`config.mk`:
```
export PLATFORM = sky130hd
export DESIGN_NAME = awbd_div
export DESIGN_NICKNAME = d
export VERILOG_FILES = /design/src/rtl/awbd_div.sv
export SDC_FILE = /design/constraint.sdc
export NUM_CORES = 1
export LEC_CHECK = 0
export CAP_MARGIN = 40
export CORE_UTILIZATION = 35
export DETAILED_ROUTE_END_ITERATION = 7
export DONT_BUFFER_PORTS = 1
export PLACE_DENSITY_LB_ADDON = 0.25
export SLEW_MARGIN = 20
export SYNTH_ARGS = -nofsm -noshare
export SYNTH_HDL_FRONTEND = slang
export SYNTH_SLANG_ARGS = --single-unit
```
`constraint.sdc`:
```
create_clock -name clk -period 6.64 [get_ports clk]
set_input_delay 0.332 -clock clk [delete_from_list [all_inputs] [get_ports clk]]
set_output_delay 0.332 -clock clk [all_outputs]
set_load 0.05 [all_outputs]
```
`src/rtl/awbd_div.sv`:
```
// restoring divider giving an 8-bit quotient, one bit per cycle
`default_nettype none
module awbd_div #(
	parameter int NUM_W = 24,
	parameter int DEN_W = 16
) (
	input  wire logic             clk,
	input  wire logic             arst_n,
	input  wire logic             start,
	input  wire logic [NUM_W-1:0] num,
	input  wire logic [DEN_W-1:0] den,
	output logic                  done,
	output logic [7:0]            quot
);
	localparam int W = (NUM_W > DEN_W + 8) ? NUM_W : DEN_W + 8;

	logic [W-1:0] rem_q;
	logic [W-1:0] den_q;
	logic [2:0]   step_q;
	logic         busy_q;
	logic         done_q;
	logic [7:0]   quot_q;
	logic [W-1:0] trial;

	// quotient is known to stay below 256, so eight steps suffice
	assign trial = den_q << step_q;

	always_ff @(posedge clk or negedge arst_n) begin
		if (!arst_n) begin
			busy_q <= 1'b0;
			done_q <= 1'b0;
		end else if (start) begin
			busy_q <= 1'b1;
			done_q <= 1'b0;
		end else if (busy_q && step_q == 3'd0) begin
			busy_q <= 1'b0;
			done_q <= 1'b1;
		end
	end

	always_ff @(posedge clk) begin
		if (start) begin
			rem_q  <= W'(num);
			den_q  <= W'(den);
			step_q <= 3'd7;
			quot_q <= 8'd0;
		end else if (busy_q) begin
			if (rem_q >= trial) begin
				rem_q <= rem_q - trial;
				quot_q[step_q] <= 1'b1;
			end
			step_q <= step_q - 3'd1;
		end
	end

	assign done = done_q;
	assign quot = quot_q;
endmodule
`default_nettype wire

```
==> results by group <==
STA
  • Tmin final: 3910 ps
  • Pins over their slew limit: 0
  • Hold slack: 115 ps
  • Slew margin rel.: 50.8%
  • Worst slew pin tran: 737 ps
  • Final period utilization: 58.9%
  • TNS Setup: 0 ps
  • Fmax: 256 MHz
  • Clk_skew: 8.00 ps
  • RSZ-0062 raised after global routing: false
  • Fin worst setup slack: 2730 ps
  • # setup viols final: 0
  • Final hold vios: 0

Clocking
  • Worst-Skew Late Latency: 300 ps
  • CTS HTree Levels: 2
  • CTS tree: yes
  • Post-CTS Setup Inserts: 0
  • CTS sink count: 53
  • CTS Buffer Depth: 2
  • Register clock-pin slew on the reported worst setup and hold paths: 70 ps
  • CTS Buf Count: 5
  • # resized after CTS: 0
  • Root buf cell: clkbuf_16

Setup path
  • Worst path arrival time: 3880 ps
  • Max incr delay on CP: 800 ps
  • CP max stage cell: dfxtp_1
  • Worst r2r dst: rem_q[16]
  • Startpoint Class: flop
  • Kind of cell with the highest combined delay on the critical path: compound AO/OA/AOI/OAI gates
  • CP Class: reg -> reg
  • Most frequent CP cell: a21o_1
  • FF-to-FF path depth: 11
  • Crit end category: flop
  • R2R Setup Slk: 2730 ps
  • Worst r2r src: step_q[2]
  • Crit path cell chain: inv_1 > nor3_1 > a21oi_1 > ha_1 > nand4_1 > a21o_1 > a21o_1 > o2111ai_2 > a31oi_4 > o21ai_2 > buf_4
  • Required @ worst endpoint: 6600 ps
  • Crit path max fanout: 24
  • Crit path buf inv count: 2

Floorplan
  • Die area: 11900 sq um
  • Core area: 11000 sq um
  • Ports: 52
  • Starting Density: 36.4%
  • Die height: 109 um
  • Horiz. Die Dim: 109 um
  • Core Rows: 38

Cells and area
  • Layout Nets: 469
  • Layout cell share with drive strength beyond 1: 9.73%
  • Final core utilization: 38.8%
  • N_diodes: 0
  • Synthesis-to-layout area growth: 6.51%
  • Layout Cells excl Fill: 541

GRT
  • Vias in the first global route: 2940
  • First-pass GRT wire length: 15.5 mm
  • Largest net degree at the start of global routing: 76
  • Initial antenna violation count: 0
  • GR Overflow Total: 0
  • Total track usage: 16.9%

Synth
  • Share of the synthesized area in the top cell type: 29.9%
  • Syn avg cell area: 9.70 sq um
  • Synth Cell Area: 4020 sq um
  • Mapped Cells: 414
  • Syn Nets: 483
  • Synth cell count leaders: nand2_1, edfxtp_1, o21ai_0
  • Biggest area consumer among synthesized cells: edfxtp_1
  • Largest cells by area after synthesis: edfxtp_1, ha_1, mux4_2
  • Synth cell types: 64
  • Post-synthesis async set-or-reset flop share: 3.77%
  • Sequential element share of the synthesized area: 36.6%
  • Post-synth EDFFs: 40
  • Synthesized flop and latch total: 53
  • Synth warn: 0
  • Main flop type after synthesis: edfxtp_1
  • Most common cell in the netlist: nand2_1

Drt
  • DR iter-0 viols: 204
  • Final WL: 9.58 mm
  • Post-route antenna net violation count: 0
  • Vias: 3121
  • # DRC: 0
  • Routed wire per std cell: 17.7 um
  • 1st-pass router iterations: 4
  • Via-to-Cell Ratio: 5.77

Power and ir drop
  • Maximum VDD drop: 0.153 mV
  • Lkg Pwr: 1.64 nW
  • Power density cells: 450 nW/um^2

Place
  • Dpl cells: 531
  • DP Worst Slack: 2730 ps
  • Detail Placement HPWL: 7.22 mm
  • RePlAce Congestion: 0.818
  • Port buffer count: 0

Flow run
  • Max Cap Viol: 0

Worst hold path
  • Hold_sp: start
  • Worst hold endpoint: done
  • Worst Hold Depth: 1
  • Hold crit path type: in -> reg

Status
  • Status: completed
-- layer usage --
metal	vias up	global-route usage (%)	wire length (um)
met3	9	2.81	271
met4	0	3.57	102
li1	1549	-	-
met5	-	0	0
met2	66	27.5	4560
met1	1497	23.5	4650
-- cell type report --
class / instances / area, sq um
Multi-Input combinational cell: 321 / 2360
Timing Repair Buffer: 4 / 47.5
Clock inverter: 1 / 8.76
Inverter: 15 / 56.3
Tap cell: 140 / 175
Sequential cell: 53 / 1470
Clock buffer: 7 / 154
Fill cell: 1127 / 6750
-- how the worst max path moves through the flow --
stage	slack, ps	cells past startpoint	from	to
detailed placement	2730	11	step_q[2]	rem_q[1]
global placement	2600	10	step_q[0]	rem_q[8]
global route	2510	11	step_q[2]	rem_q[1]
finish	2730	11	step_q[2]	rem_q[16]
CTS	2730	11	step_q[2]	rem_q[16]
floorplan	2030	13	step_q[1]	rem_q[0]
-- state kept, by name (all words and copies together), names as in the netlist --
name    cells
busy_q      1
step_q      3
rem_q      24
den_q      16
done        1
quot        8
-- metrics by stage --
step                instance area (sq um)  power, W
CTS                                  4260   0.00192
global route                         4280   0.00207
global placement                     4070   0.00161
finish                               4280   0.00193
detailed placement                   4090   0.00162
floorplan                            4020   0.00141
-- power by group --
part	internal, W	total (W)	switching (W)
Combinational	0.000431	0.00108	0.000645
Sequential	0.000485	0.000560	0.0000745
Clock	0.000164	0.000291	0.000127
Total	0.00108	0.00193	0.000846
-- logic make-up (layout without fill, tap and decap cells) --
kind of cell               after synthesis  in the layout  share of synthesized area, %
DFF                                     53             53                          36.6
AOI/OAI and AO/OA                      120            120                          20.6
and+or+nand+nor                        131            131                          16.2
xor gates and xnor gates                14             14                          3.05
adders and majority gates               26             26                          8.29
buffers and inverters                   40             27                          4.58
muxes                                   30             30                          10.7
-- cells in the final DEF (no fill, tap or decap), types with 3 or more instances in the layout --
cell type  instances
a211oi_1           4
a21o_1            10
a21oi_1           26
a31oi_1            6
and3_1             5
clkbuf_16          6
dfxtp_1           11
edfxtp_1          40
ha_1              25
inv_1             15
mux2i_1           18
mux4_2            10
nand2_1           53
nand3_1           12
nand4_1            9
nor2_1            16
nor2b_1            8
nor3_1             6
nor3b_1            5
o211ai_1           3
o21ai_0           31
o21bai_1           3
o2bb2ai_1          6
o31a_1             3
o41ai_1            3
or3_1              6
xnor2_1            9
xor2_1             5
-- repair_timing --
| item | 4_1_cts | 5_1_grt |
|---|---|---|
| hold endpoints to repair | 2 | 0 |
| endpoints found under the setup margin | 0 | 0 |
| hold buffers | 1 | 0 |
No activity file was read; power rests on OpenSTA's default activity.
